--- src/dtok_pkg.sv ---
`default_nettype none
// ----------------------------------------------------------------------------
// dtok_pkg
// Shared types, constants and keyword ROM for the BASIC detokenizer.
// ----------------------------------------------------------------------------
package dtok_pkg;

    localparam int          CNT_W      = 16;
    localparam int          TEXT_W     = 56;     // longest keyword is 7 chars
    localparam logic [7:0]  TOK_BASE   = 8'h80;
    localparam logic [7:0]  TOK_END    = 8'hEB;  // first unknown token
    localparam logic [7:0]  CH_NEWLINE = 8'h0A;
    localparam logic [7:0]  CH_SPACE   = 8'h20;
    localparam logic [7:0]  CH_ZERO    = 8'h30;
    localparam logic [CNT_W-1:0] CNT_MAX = 16'hFFFF;

    localparam int QDEPTH = 4;
    localparam int QPTR_W = $clog2(QDEPTH);

    // configuration register indexes
    localparam logic CFG_LIMIT_ON   = 1'b0;
    localparam logic CFG_CHAR_LIMIT = 1'b1;

    typedef enum logic [1:0] {
        MODE_CHAR,
        MODE_NUMBER,
        MODE_KEYWORD,
        MODE_STATUS
    } t_mode;

    // one unit of work for the back end: nchar characters, then an
    // optional end-of-stream status result
    typedef struct packed {
        t_mode             mode;
        logic [15:0]       value;   // char, line number or token index
        logic [2:0]        nchar;
        logic              stop;
        logic              hit;
        logic [CNT_W-1:0]  count;   // character count before this item
    } t_cmd;

    typedef struct packed {
        logic  valid;
        t_cmd  cmd;
    } t_push;

    function automatic logic [2:0] num_digits(input logic [15:0] v);
        logic [2:0] n;
        if (v >= 16'd10000)     n = 3'd5;
        else if (v >= 16'd1000) n = 3'd4;
        else if (v >= 16'd100)  n = 3'd3;
        else if (v >= 16'd10)   n = 3'd2;
        else                    n = 3'd1;
        return n;
    endfunction

    function automatic logic [16:0] pow10(input logic [2:0] p);
        logic [16:0] r;
        case (p)
            3'd1:    r = 17'd10;
            3'd2:    r = 17'd100;
            3'd3:    r = 17'd1000;
            3'd4:    r = 17'd10000;
            default: r = 17'd1;
        endcase
        return r;
    endfunction

    // keyword text, right-justified, first character in the highest used byte
    function automatic logic [TEXT_W-1:0] kw_text(input logic [6:0] idx);
        logic [TEXT_W-1:0] t;
        case (idx)
            7'd0:   t = "END";      7'd1:   t = "FOR";      7'd2:   t = "NEXT";
            7'd3:   t = "DATA";     7'd4:   t = "INPUT";    7'd5:   t = "DEL";
            7'd6:   t = "DIM";      7'd7:   t = "READ";     7'd8:   t = "GR";
            7'd9:   t = "TEXT";     7'd10:  t = "PR#";      7'd11:  t = "IN#";
            7'd12:  t = "CALL";     7'd13:  t = "PLOT";     7'd14:  t = "HLIN";
            7'd15:  t = "VLIN";     7'd16:  t = "HGR2";     7'd17:  t = "HGR";
            7'd18:  t = "HCOLOR=";  7'd19:  t = "HPLOT";    7'd20:  t = "DRAW";
            7'd21:  t = "XDRAW";    7'd22:  t = "HTAB";     7'd23:  t = "HOME";
            7'd24:  t = "ROT=";     7'd25:  t = "SCALE=";   7'd26:  t = "SHLOAD";
            7'd27:  t = "TRACE";    7'd28:  t = "NOTRACE";  7'd29:  t = "NORMAL";
            7'd30:  t = "INVERSE";  7'd31:  t = "FLASH";    7'd32:  t = "COLOR=";
            7'd33:  t = "POP";      7'd34:  t = "VTAB";     7'd35:  t = "HIMEM:";
            7'd36:  t = "LOMEM:";   7'd37:  t = "ONERR";    7'd38:  t = "RESUME";
            7'd39:  t = "RECALL";   7'd40:  t = "STORE";    7'd41:  t = "SPEED=";
            7'd42:  t = "LET";      7'd43:  t = "GOTO";     7'd44:  t = "RUN";
            7'd45:  t = "IF";       7'd46:  t = "RESTORE";  7'd47:  t = "&";
            7'd48:  t = "GOSUB";    7'd49:  t = "RETURN";   7'd50:  t = "REM";
            7'd51:  t = "STOP";     7'd52:  t = "ON";       7'd53:  t = "WAIT";
            7'd54:  t = "LOAD";     7'd55:  t = "SAVE";     7'd56:  t = "DEF";
            7'd57:  t = "POKE";     7'd58:  t = "PRINT";    7'd59:  t = "CONT";
            7'd60:  t = "LIST";     7'd61:  t = "CLEAR";    7'd62:  t = "GET";
            7'd63:  t = "NEW";      7'd64:  t = "TAB(";     7'd65:  t = "TO";
            7'd66:  t = "FN";       7'd67:  t = "SPC(";     7'd68:  t = "THEN";
            7'd69:  t = "AT";       7'd70:  t = "NOT";      7'd71:  t = "STEP";
            7'd72:  t = "+";        7'd73:  t = "-";        7'd74:  t = "*";
            7'd75:  t = "/";        7'd76:  t = "^";        7'd77:  t = "AND";
            7'd78:  t = "OR";       7'd79:  t = ">";        7'd80:  t = "=";
            7'd81:  t = "<";        7'd82:  t = "SGN";      7'd83:  t = "INT";
            7'd84:  t = "ABS";      7'd85:  t = "USR";      7'd86:  t = "FRE";
            7'd87:  t = "SCRN(";    7'd88:  t = "PDL";      7'd89:  t = "POS";
            7'd90:  t = "SQR";      7'd91:  t = "RND";      7'd92:  t = "LOG";
            7'd93:  t = "EXP";      7'd94:  t = "COS";      7'd95:  t = "SIN";
            7'd96:  t = "TAN";      7'd97:  t = "ATN";      7'd98:  t = "PEEK";
            7'd99:  t = "LEN";      7'd100: t = "STR$";     7'd101: t = "VAL";
            7'd102: t = "ASC";      7'd103: t = "CHR$";     7'd104: t = "LEFT$";
            7'd105: t = "RIGHT$";   7'd106: t = "MID$";
            default: t = '0;
        endcase
        return t;
    endfunction

    function automatic logic [2:0] kw_len(input logic [6:0] idx);
        logic [TEXT_W-1:0] t;
        logic [2:0]        n;
        t = kw_text(idx);
        n = 3'd0;
        for (int i = 0; i < TEXT_W / 8; i++) begin
            if (t[8*i +: 8] != 8'h00) n = n + 3'd1;
        end
        return n;
    endfunction

endpackage
`default_nettype wire

--- src/dtok_queue.sv ---
`default_nettype none
// ----------------------------------------------------------------------------
// dtok_queue
// Small command FIFO between the front and back ends.
// ----------------------------------------------------------------------------
module dtok_queue
    import dtok_pkg::*;
(
    input  wire logic   i_clk,
    input  wire logic   i_rst_n,
    input  wire t_push  i_push,
    input  wire logic   i_pop,
    output t_cmd        o_head,
    output logic        o_empty,
    output logic        o_full
);

    t_cmd               r_mem [QDEPTH];
    logic [QPTR_W-1:0]  r_wr, r_rd;
    logic [QPTR_W:0]    r_cnt;
    logic               do_push, do_pop;

    assign o_empty = (r_cnt == '0);
    assign o_full  = (r_cnt == (QPTR_W+1)'(QDEPTH));
    assign o_head  = r_mem[r_rd];
    assign do_push = i_push.valid && !o_full;
    assign do_pop  = i_pop && !o_empty;

    always_ff @(posedge i_clk) begin
        if (do_push) begin
            r_mem[r_wr] <= i_push.cmd;
        end
    end

    always_ff @(posedge i_clk) begin
        if (!i_rst_n) begin
            r_wr  <= '0;
            r_rd  <= '0;
            r_cnt <= '0;
        end else begin
            if (do_push) r_wr <= r_wr + 1'b1;
            if (do_pop)  r_rd <= r_rd + 1'b1;
            case ({do_push, do_pop})
                2'b10:   r_cnt <= r_cnt + 1'b1;
                2'b01:   r_cnt <= r_cnt - 1'b1;
                default: r_cnt <= r_cnt;
            endcase
        end
    end

endmodule
`default_nettype wire

--- config.mk ---
export PLATFORM = sky130hd
export DESIGN_NAME = dtok_queue
export DESIGN_NICKNAME = d
export VERILOG_FILES = /design/src/dtok_pkg.sv /design/src/dtok_queue.sv
export SDC_FILE = /design/constraint.sdc
export NUM_CORES = 1
export LEC_CHECK = 0
export ABC_AREA = 1
export BUFFER_PORTS_ARGS = -buffer_cell sky130_fd_sc_hd__clkbuf_2
export CORE_ASPECT_RATIO = 0.6
export CORE_MARGIN = 4
export CORE_UTILIZATION = 26
export CTS_BUF_LIST = sky130_fd_sc_hd__clkbuf_16
export DETAILED_ROUTE_END_ITERATION = 8
export GPL_TIMING_DRIVEN = 0
export SLEW_MARGIN = 10
export SYNTH_ARGS = -nofsm -noshare
export SYNTH_HDL_FRONTEND = slang
export SYNTH_SLANG_ARGS = --single-unit
--- constraint.sdc ---
create_clock -name i_clk -period 8.2 [get_ports i_clk]
set_input_delay 0.82 -clock i_clk [delete_from_list [all_inputs] [get_ports i_clk]]
set_output_delay 0.82 -clock i_clk [all_outputs]
set_load 0.02 [all_outputs]
==> results of run 1 <==
==> layer usage <==
layer  GRT usage  share of wire  up-vias
li1            -              -     1863
met1       0.160           0.48     1847
met2       0.175           0.44      124
met3      0.0391          0.078        9
met4      0.0196         0.0052        0
met5           0              0        -
==> layout by cell type, fill, tap and decap left out <==
cell type / netlist / final
a21oi_1: 5 / 5
buf_12: 0 / 2
buf_16: 0 / 3
buf_2: 9 / 9
buf_6: 6 / 6
bufinv_16: 0 / 2
clkbuf_1: 4 / 4
clkbuf_16: 0 / 17
clkbuf_2: 3 / 86
clkbuf_4: 3 / 3
clkinv_1: 0 / 3
clkinv_2: 0 / 1
clkinv_4: 0 / 3
clkinvlp_4: 0 / 2
dfxtp_1: 9 / 9
edfxtp_1: 156 / 156
fa_1: 1 / 1
ha_1: 5 / 5
inv_1: 18 / 18
inv_2: 1 / 1
inv_4: 1 / 1
inv_6: 0 / 3
inv_8: 0 / 1
nand2_1: 14 / 14
nand2_2: 1 / 1
nand3_1: 5 / 5
nor2_1: 88 / 84
nor2_4: 0 / 4
o21ai_0: 80 / 80
o22ai_1: 39 / 39
==> cells by family after synthesis <==
group | Yosys count | share of synthesized area
AO/OA/AOI/OAI | 124 | 0.107
adder cells (fa/ha/maj) | 6 | 0.0132
buffers and inverters | 45 | 0.0387
flip-flops | 165 | 0.775
AND/OR/NAND/NOR | 108 | 0.0660
==> where the power goes <==
group | total [mW] | switching [mW] | internal [mW]
Sequential | 1.02 | 0.0200 | 1.00
Combinational | 0.660 | 0.455 | 0.205
Clock | 0.786 | 0.335 | 0.451
Total | 2.47 | 0.810 | 1.66
==> sequential cells by signal (all words and copies together), names as in the netlist, named ones only <==
register	count
r_mem	156
r_cnt	3
r_rd	2
r_wr	2
==> layout make-up <==
class,count,area [sq um],area share
buffer,25,165,0.0211
clock buffer,17,425,0.0544
clock inverter,15,155,0.0198
inverter,20,77.6,0.00992
multi-input combinational,238,1200,0.153
sequential,165,4860,0.622
tap,315,394,0.0504
timing repair buffer,88,538,0.0688
==> synthesized netlist by cell type <==
| cell | instances | share of area |
|---|---|---|
| inv_1 | 18 | 0.011 |
| fa_1 | 1 | 0.0032 |
| edfxtp_1 | 156 | 0.75 |
| clkbuf_4 | 3 | 0.0036 |
| clkbuf_2 | 3 | 0.0024 |
| buf_6 | 6 | 0.011 |
| ha_1 | 5 | 0.010 |
| nand2_1 | 14 | 0.0084 |
| buf_2 | 9 | 0.0072 |
| a21oi_1 | 5 | 0.0040 |
| nand2_2 | 1 | 0.0010 |
| nor2_1 | 88 | 0.053 |
| o22ai_1 | 39 | 0.039 |
| inv_4 | 1 | 0.0010 |
| clkbuf_1 | 4 | 0.0024 |
| dfxtp_1 | 9 | 0.029 |
| nand3_1 | 5 | 0.0040 |
| o21ai_0 | 80 | 0.064 |
| inv_2 | 1 | 0.00060 |
==> through the flow <==
step	total power, mW	cell area [sq um]	utilization
global route	2.61	7820	0.334
detailed placement	1.71	7240	0.309
floorplan	1.44	6270	-
global placement	1.69	7080	0.303
CTS	2.50	7820	0.334
finish	2.47	7820	0.334
==> worst max-delay path: cells and delay by family, from the launching register on <==
kind | cells | cell delay (ns)
AOI/OAI and AO/OA | 2 | 0.45
buffers and inverters | 3 | 0.73
DFF | 1 | 0.35
==> worst max path at each step <==
stage | end | slack (ns) | from | cells past startpoint
floorplan | r_mem[0][0]$_DFFE_PP_ | 5.20 | i_push[39] | 2
global placement | r_mem[3][12]$_DFFE_PP_ | 3.65 | i_push[39] | 3
detailed placement | o_head[0] | 5.83 | register | 4
CTS | o_head[0] | 5.38 | register | 5
global route | o_head[0] | 5.23 | register | 5
finish | o_head[6] | 5.42 | register | 5
==> impl_metrics.tcl, run 1 <==
set metrics [dict create \
    status "completed" \
    synth.ff_latch_count 165 \
    final-hold-violation-count 0 \
    wl_per_cell_um 16.9 \
    post_route_cells_drive_above_1_share 0.255 \
    period_needed_ns 2.78 \
    worstPathCellList "inv_2 -> clkbuf_1 -> o21ai_0 -> o22ai_1 -> clkbuf_2" \
    static-leakage-power_nw 2.79 \
    drc 0 \
    buffers_inserted_during_post_cts_setup_optimization 0 \
    clock_tree_from_tritoncts "yes" \
    floorplan.initialDensity 0.268 \
    io-pin-count 84 \
    initialDrtViolationCount 296 \
    io_buffers 83 \
    ys_warn_count 0 \
    postCtsHoldBufs 0 \
    design.core.area_sq_um 23400 \
    floorplan.die_area_sq_um 26800 \
    clk-insertion-delay-late_ns 0.42 \
    die_height_um 128 \
    nFillCells 2330 \
    grt_pass1_wl_um 22800 \
    timing.hold.worst.start "r_wr[0]$_SDFFE_PN0P_" \
    synthesis.nets 497 \
    yosys_cell_types 19 \
    netlist_area_sq_um 6270 \
    critical_path.max_stage_delay_ns 0.44 \
    maxCapViolCount 0 \
    critPathKind "reg2out" \
    vdd_drop_max_mv 0.155 \
    postCtsResizedCells 0 \
    die_x_um 209 \
    ant_nets 0 \
    gpl.final_weighted_congestion 0.717 \
    worstSetupStartpointType "register" \
    std_cell_rows 43 \
    globalRouteOverflowTotal 0 \
    setup_repair_after_global_routing_missed_its_margin "false" \
    clk_pin_slew_worst_paths_ns 0.07 \
    relSlewSlack 0.503 \
    final_nets 604 \
    timing.critical_path.required_ns 7.38 \
    worstPathMaxFanout 10 \
    htree_levels 4 \
    ff2ff_setup_slack_ns 6.22 \
    synth_cells 448 \
    placed_cells 851 \
    seq_area_frac_synth 0.775 \
    firstDrtPassIters 4 \
    origin_of_the_critical_flop_to_flop_path "r_cnt[1]$_SDFFE_PN0P_" \
    whs_ns 0.508 \
    setup_violations 0 \
    worst_slew_pin_slew_ns 0.744 \
    syn-mean-instance-area_sq_um 14.0 \
    final.setup_skew_ns 0.0121 \
    routed_via_density 4.35 \
    finalSetupTns_ns 0 \
    clock_tree.root_cell "clkbuf_16" \
    hold_depth 2 \
    grt_antenna_before_repair 0 \
    post-route-period-util 0.339 \
    critPathArrivalTime_ns 1.96 \
    wl_um 14900 \
    worstHoldPathType "reg2reg" \
    final-instance-count-excl-fill 883 \
    reg2reg_depth 12 \
    maximum_buffer_depth_of_the_clock_tree 2 \
    max_slew_vio_count 0 \
    grt_max_degree 25 \
    worst_hold_path.endpoint "r_wr[0]$_SDFFE_PN0P_" \
    cts_inserted_buffers 17 \
    cts_sinks 165 \
    setup_ws_ns 5.42 \
    antenna_cells_inserted 0 \
    reg2reg_to "r_cnt[2]$_SDFFE_PN0P_" \
    critPathSlowestCell "clkbuf_1" \
    half_perimeter_wire_length_after_placement_um 9810 \
    first_global_vias 3801 \
    clock.fmax_mhz 359 \
    grt_usage 0.114 \
    synthToLayoutAreaGrowth_pct 24.6 \
    num_vias 3843 \
    power_density_nw_per_um2 316 \
    cp-end-kind "output port" \
    pre_cts_slack_ns 5.83 \
]
No activity file was read; power rests on OpenSTA's default activity.
==> run 2, diff against run 1 <==
--- a/config.mk
+++ b/config.mk
@@ -5,7 +5,7 @@
 export SDC_FILE = /design/constraint.sdc
 export NUM_CORES = 1
 export LEC_CHECK = 0
-export ABC_AREA = 1
+export ABC_AREA = 0
 export BUFFER_PORTS_ARGS = -buffer_cell sky130_fd_sc_hd__clkbuf_2
 export CORE_ASPECT_RATIO = 0.6
 export CORE_MARGIN = 4
==> constraint.sdc (replaced) <==
create_clock -name i_clk -period 2.65 [get_ports i_clk]
set_input_delay 0.265 -clock i_clk [delete_from_list [all_inputs] [get_ports i_clk]]
set_output_delay 0.265 -clock i_clk [all_outputs]
set_load 0.02 [all_outputs]
==> run 2 against run 1 <==
Compared with the run above: synthesized area shrank 2.7%; design area decreased by 2.7%; hold slack lost 0.45 ns; final cell count is 22% lower; clock power grew to 3.1 times the previous value; critical path depth is 5 higher.
==> impl_metrics.tcl, run 2 <==
set metrics [dict create \
    die_height_um 127 \
    setup_violations 0 \
    cts_sinks 165 \
    std_cell_rows 43 \
    floorplan.initialDensity 0.265 \
    reg2reg_depth 10 \
    ff2ff_setup_slack_ns 0.29 \
    critPathArrivalTime_ns 2.71 \
    synthToLayoutAreaGrowth_pct 24.5 \
    vdd_drop_max_mv 0.662 \
    total_internal_power_mw 5.23 \
    wl_per_cell_um 17.0 \
    die_x_um 206 \
    wl_met1_um 5370 \
    firstDrtPassIters 4 \
    maxCapViolCount 0 \
    postCtsHoldBufs 0 \
    clock_tree_from_tritoncts "yes" \
    wl_um 11800 \
    grt_usage 0.0950 \
    top_signal_layer_used "met4" \
    num_vias 2852 \
    synth.ff_latch_count 165 \
    io_buffers 82 \
    timing.hold.worst.start "i_push[25]" \
    relSlewSlack 0.448 \
    timing.critical_path.from "r_cnt[2]$_SDFFE_PN0P_" \
    drc 0 \
    net_sw_frac 0.298 \
    grt_antenna_before_repair 0 \
    fin_total_pwr_mw 7.46 \
    design.core.area_sq_um 23100 \
    buffers_inserted_during_post_cts_setup_optimization 0 \
    final.setup_skew_ns 0.0108 \
    antenna_cells_inserted 0 \
    synth.most_common_cell "edfxtp_1" \
    clock.fmax_mhz 424 \
    grt_max_degree 25 \
    clk_pin_slew_worst_paths_ns 0.07 \
    globalRouteOverflowTotal 0 \
    max_reg_flops 156 \
    yosys_cell_types 23 \
    postCtsResizedCells 0 \
    largest_registers "r_mem x156, r_cnt x3" \
    power_density_nw_per_um2 981 \
    clock_tree.root_cell "clkbuf_16" \
    finalSetupTns_ns 0 \
    final-hold-violation-count 0 \
    seq_area_frac_synth 0.797 \
    dominantRegCellSynth "edfxtp_1" \
    synth.area.top_cells "edfxtp_1, mux4_2, dfxtp_1" \
    floorplan.die_area_sq_um 26100 \
    worst_hold_path.endpoint "r_mem[0][25]$_DFFE_PP_" \
    maximum_buffer_depth_of_the_clock_tree 2 \
    wl_met2_um 5410 \
    max_slew_vio_count 0 \
    layout.cells.most_common_list "edfxtp_1, clkbuf_2, mux4_2" \
    post_synthesis_async_set_or_reset_flop_share 0 \
    io-pin-count 84 \
    ant_nets 0 \
    period_needed_ns 2.36 \
    share_comb_of_total_power 0.237 \
    worst_slew_pin_slew_ns 0.828 \
    cp-end-kind "register" \
    synth_enable_flop_cells 156 \
    sequentialPowerShare 0.432 \
    cts_inserted_buffers 17 \
    final_nets 411 \
    yosysTopAreaCellShare 0.767 \
    half_perimeter_wire_length_after_placement_um 7790 \
    max_flop_register "r_mem" \
    gpl.final_weighted_congestion 0.684 \
    hold_depth 1 \
    syn-mean-instance-area_sq_um 23.8 \
    routed_via_density 4.13 \
    synth.cells.most_frequent "edfxtp_1, mux4_2, dfxtp_1" \
    worstPathMaxFanout 7 \
    reg2reg_to "r_cnt[2]$_SDFFE_PN0P_" \
    worstSetupStartpointType "register" \
    yosysTopAreaCell "edfxtp_1" \
    status "completed" \
    ys_warn_count 0 \
    met3WireLength_um 815 \
    grt_pass1_wl_um 18100 \
    power_switching_mw 2.23 \
    nFillCells 2162 \
    initialDrtViolationCount 148 \
    first_global_vias 3006 \
    setup_repair_after_global_routing_missed_its_margin "false" \
    critPathKind "reg2reg" \
    origin_of_the_critical_flop_to_flop_path "r_cnt[2]$_SDFFE_PN0P_" \
    timing.critical_path.required_ns 3.00 \
    static-leakage-power_nw 2.54 \
    post_route_cells_drive_above_1_share 0.451 \
    synth_cells 257 \
    synthesis.nets 306 \
    share_clk_of_total_power 0.330 \
    clk-insertion-delay-late_ns 0.43 \
    post-route-period-util 0.891 \
    netlist_area_sq_um 6110 \
    final_common_cell "edfxtp_1" \
    worstHoldPathType "in2reg" \
    htree_levels 4 \
]
-- run 2: cell types whose count changed after synthesis, sizes merged, moves of 5 or more --
cell    before  now
o21ai       80    5
buf         15    6
clkbuf      10    4
mux4         0   39
nor2        88    0
nand3        5    0
a21oi        5    0
and2         0    6
nand2       15    7
inv         20    6
o22ai       39    0
-- run 2: worst max path at each step --
stage | end | slack (ns) | cells after the start
2_1_floorplan | r_cnt[2]$_SDFFE_PN0P_ | 0.14 | 10
3_3_place_gp | r_mem[0][3]$_DFFE_PP_ | -0.38 | 4
3_5_place_dp | r_cnt[2]$_SDFFE_PN0P_ | 0.30 | 10
4_1_cts | r_cnt[2]$_SDFFE_PN0P_ | 0.27 | 10
5_1_grt | r_cnt[2]$_SDFFE_PN0P_ | 0.03 | 10
6_report | r_cnt[2]$_SDFFE_PN0P_ | 0.29 | 10
-- run 2: power by group through the flow --
| stage | Clock, mW | Combinational (mW) | Sequential [mW] |
|---|---|---|---|
| floorplan | 0 | 1.22 | 3.26 |
| global placement | 0 | 1.75 | 3.28 |
| detailed placement | 0 | 1.82 | 3.29 |
| CTS | 2.55 | 1.82 | 3.23 |
| global route | 2.68 | 1.93 | 3.25 |
| finish | 2.47 | 1.77 | 3.23 |
-- run 2: cell families after synthesis --
| logic type | share of synthesized area |
|---|---|
| adder cells (fa/ha/maj) | 0.0135 |
| multiplexers | 0.147 |
| XOR/XNOR | 0.00287 |
| AND/OR/NAND/NOR | 0.0193 |
| flip-flops | 0.797 |
| AO/OA/AOI/OAI | 0.00655 |
| buffers and inverters | 0.0141 |
-- run 2: layout make-up --
class | count | area (sq um) | share of cell area
Sequential cell | 165 | 4860 | 0.640
Inverter | 6 | 22.5 | 0.00296
Timing Repair Buffer | 86 | 490 | 0.0645
Tap cell | 315 | 394 | 0.0518
Buffer | 10 | 63.8 | 0.00839
Clock buffer | 17 | 425 | 0.0559
Clock inverter | 15 | 183 | 0.0240
Multi-Input combinational cell | 76 | 1160 | 0.153
-- run 2: worst max-delay path: stages (launching register included) --
cell and delay, ns:
dfxtp_1 0.38, nor3b_1 0.26, nor2b_1 0.09, clkbuf_1 0.19, inv_1 0.09, ha_1 0.19, inv_1 0.06, fa_1 0.37
xor2_1 0.16, or3_1 0.29, a21boi_0 0.19
-- run 2: through the flow --
step                utilization  instances  hold WS (ns)  cell area, sq um  setup WS, ns
floorplan                     -        257         0.364              6110         0.136
global placement          0.299        654         0.475              6910        -0.381
detailed placement        0.303        658         0.491              7000         0.305
CTS                       0.329        690        0.0251              7600         0.266
global route              0.329        690        0.0299              7600        0.0297
finish                    0.329        690        0.0533              7600         0.290
-- run 2: routing by layer --
layer / vias to the layer above / global-route usage
met5: - / 0
met4: 0 / 0.0317
met3: 13 / 0.0404
met2: 82 / 0.142
met1: 1477 / 0.126
li1: 1280 / -
==> run 3, diff against run 2 <==
--- a/config.mk
+++ b/config.mk
@@ -8,11 +8,12 @@
 export ABC_AREA = 0
 export BUFFER_PORTS_ARGS = -buffer_cell sky130_fd_sc_hd__clkbuf_2
 export CORE_ASPECT_RATIO = 0.6
-export CORE_MARGIN = 4
+export CORE_MARGIN = 2
 export CORE_UTILIZATION = 26
 export CTS_BUF_LIST = sky130_fd_sc_hd__clkbuf_16
 export DETAILED_ROUTE_END_ITERATION = 8
 export GPL_TIMING_DRIVEN = 0
+export RECOVER_POWER = 100
 export SLEW_MARGIN = 10
 export SYNTH_ARGS = -nofsm -noshare
 export SYNTH_HDL_FRONTEND = slang
==> run 3 against run 2 <==
Compared with the run above: first-iteration DRC count is 23% higher; global-route usage up 0.58 points; maximum frequency shrank 0.61%; register-to-register slack hardly changed; sequential share of layout area is 0.90 points higher; total power decreased by 0.12%; critical path depth fell by 5; critical path type unchanged; highest routed layer unchanged; die area down 5.0%; sequential power about the same; largest cell class unchanged; final cell count fell by 0.29%.
==> impl_metrics.tcl, run 3 (synthesis gave the netlist of run 2 again) <==
set metrics [dict create \
    worstPathMaxFanout 23 \
    floorplan.die_area_sq_um 24800 \
    io-pin-count 84 \
    globalRouteOverflowTotal 0 \
    wl_per_cell_um 17.2 \
    grtUsageMet2 0.157 \
    finalSetupTns_ns 0 \
    critPathKind "reg2reg" \
    cts_sinks 165 \
    setup_violations 0 \
    clk_pin_slew_worst_paths_ns 0.06 \
    std_cell_rows 43 \
    final-hold-violation-count 0 \
    clk-insertion-delay-late_ns 0.42 \
    design.core.area_sq_um 23100 \
    io_buffers 82 \
    num_vias 2911 \
    timing.hold.worst.start "i_push[8]" \
    ant_nets 0 \
    clock.fmax_mhz 421 \
    vdd_drop_max_mv 0.535 \
    routed_via_density 4.23 \
    final.setup_skew_ns 0.0128 \
    setup_repair_after_global_routing_missed_its_margin "false" \
    grt_use_met3 0.0406 \
    grt_pass1_wl_um 17900 \
    grt_max_degree 24 \
    half_perimeter_wire_length_after_placement_um 7540 \
    post_route_cells_drive_above_1_share 0.225 \
    final_common_cell "edfxtp_1" \
    post-route-period-util 0.896 \
    wl_um 11800 \
    maxCapViolCount 0 \
    final-instance-count-excl-fill 688 \
    power_density_nw_per_um2 994 \
    max_flop_register "r_mem" \
    grt_use_met1 0.129 \
    finalInstanceArea_sq_um 7500 \
    worstHoldPathType "in2reg" \
    postCtsHoldBufs 0 \
    dpl_cell_area_sq_um 7000 \
    max_reg_flops 156 \
    layout.area.seq_sq_um 4860 \
    worst_slew_pin_slew_ns 1.06 \
    relSlewSlack 0.295 \
    final_nets 411 \
    largest_registers "r_mem x156, r_cnt x3" \
    postCtsResizedCells 0 \
    firstDrtPassIters 4 \
    origin_of_the_critical_flop_to_flop_path "r_cnt[2]$_SDFFE_PN0P_" \
    static-leakage-power_nw 2.31 \
    first_global_vias 3022 \
    htree_levels 4 \
    layout.cells.most_common_list "edfxtp_1, clkbuf_1, mux4_2" \
    buffers_inserted_during_post_cts_setup_optimization 0 \
    die_height_um 123 \
    initialDrtViolationCount 182 \
    floorplan.initialDensity 0.265 \
    status "completed" \
    maximum_buffer_depth_of_the_clock_tree 2 \
    grt_antenna_before_repair 0 \
    timing.critical_path.from "r_cnt[2]$_SDFFE_PN0P_" \
    pre_cts_slack_ns 0.317 \
    drc 0 \
    antenna_cells_inserted 0 \
    clock_tree.root_cell "clkbuf_16" \
    timing.critical_path.required_ns 2.76 \
    placed_cells 658 \
    nFillCells 2228 \
    fin_total_pwr_mw 7.45 \
    area_of_combinational_cells_with_multiple_inputs_sq_um 1150 \
    clock_tree_from_tritoncts "yes" \
    cts_inserted_buffers 17 \
    synthToLayoutAreaGrowth_pct 22.8 \
    setup_ws_ns 0.275 \
    die_x_um 202 \
    grt_usage 0.101 \
    finish.utilization 0.325 \
    period_needed_ns 2.37 \
    gpl.final_weighted_congestion 0.681 \
    whs_ns 0.100 \
    max_slew_vio_count 0 \
    critPathArrivalTime_ns 2.48 \
    grt_busiest_layer "met2" \
    worstSetupStartpointType "register" \
    cp-end-kind "register" \
]
## run 3: layout make-up
class	instances	share of cell area
clock inverter	13	0.0245
inverter	6	0.00300
buffer	10	0.00851
clock buffer	17	0.0567
tap	315	0.0526
multi-input combinational	76	0.153
sequential	165	0.649
timing repair buffer	86	0.0526
## run 3: worst paths after layout
path | slack [ns] | endpoint | cells past startpoint
worst max-delay path | 0.28 | r_mem[2][20]$_DFFE_PP_ | 5
worst max register to register | 0.28 | r_mem[2][20]$_DFFE_PP_ | 5
worst min-delay path | 0.10 | r_mem[1][8]$_DFFE_PP_ | 1
worst min register to register | 0.50 | r_wr[1]$_SDFFE_PN0P_ | 2
## run 3: layer usage
layer | vias to the layer above | wire (um)
li1 | 1274 | -
met1 | 1520 | 5500
met2 | 99 | 5370
met3 | 18 | 794
met4 | 0 | 160
met5 | - | 0
## run 3: worst max-delay path, cell delays in order, from the launching register on
cell and delay, ns:
dfxtp_1 0.33, nor3b_1 0.16, nor2b_1 0.12, clkbuf_1 0.27
and2_1 0.88, buf_12 0.29
## run 3: power by group
| part | total, mW | leakage, nW | switching [mW] | internal, mW |
|---|---|---|---|---|
| sequential | 3.23 | 1.51 | 0.0804 | 3.15 |
| clock | 2.53 | 0.293 | 0.965 | 1.57 |
| combinational | 1.70 | 0.511 | 1.03 | 0.665 |
| total | 7.45 | 2.31 | 2.08 | 5.38 |
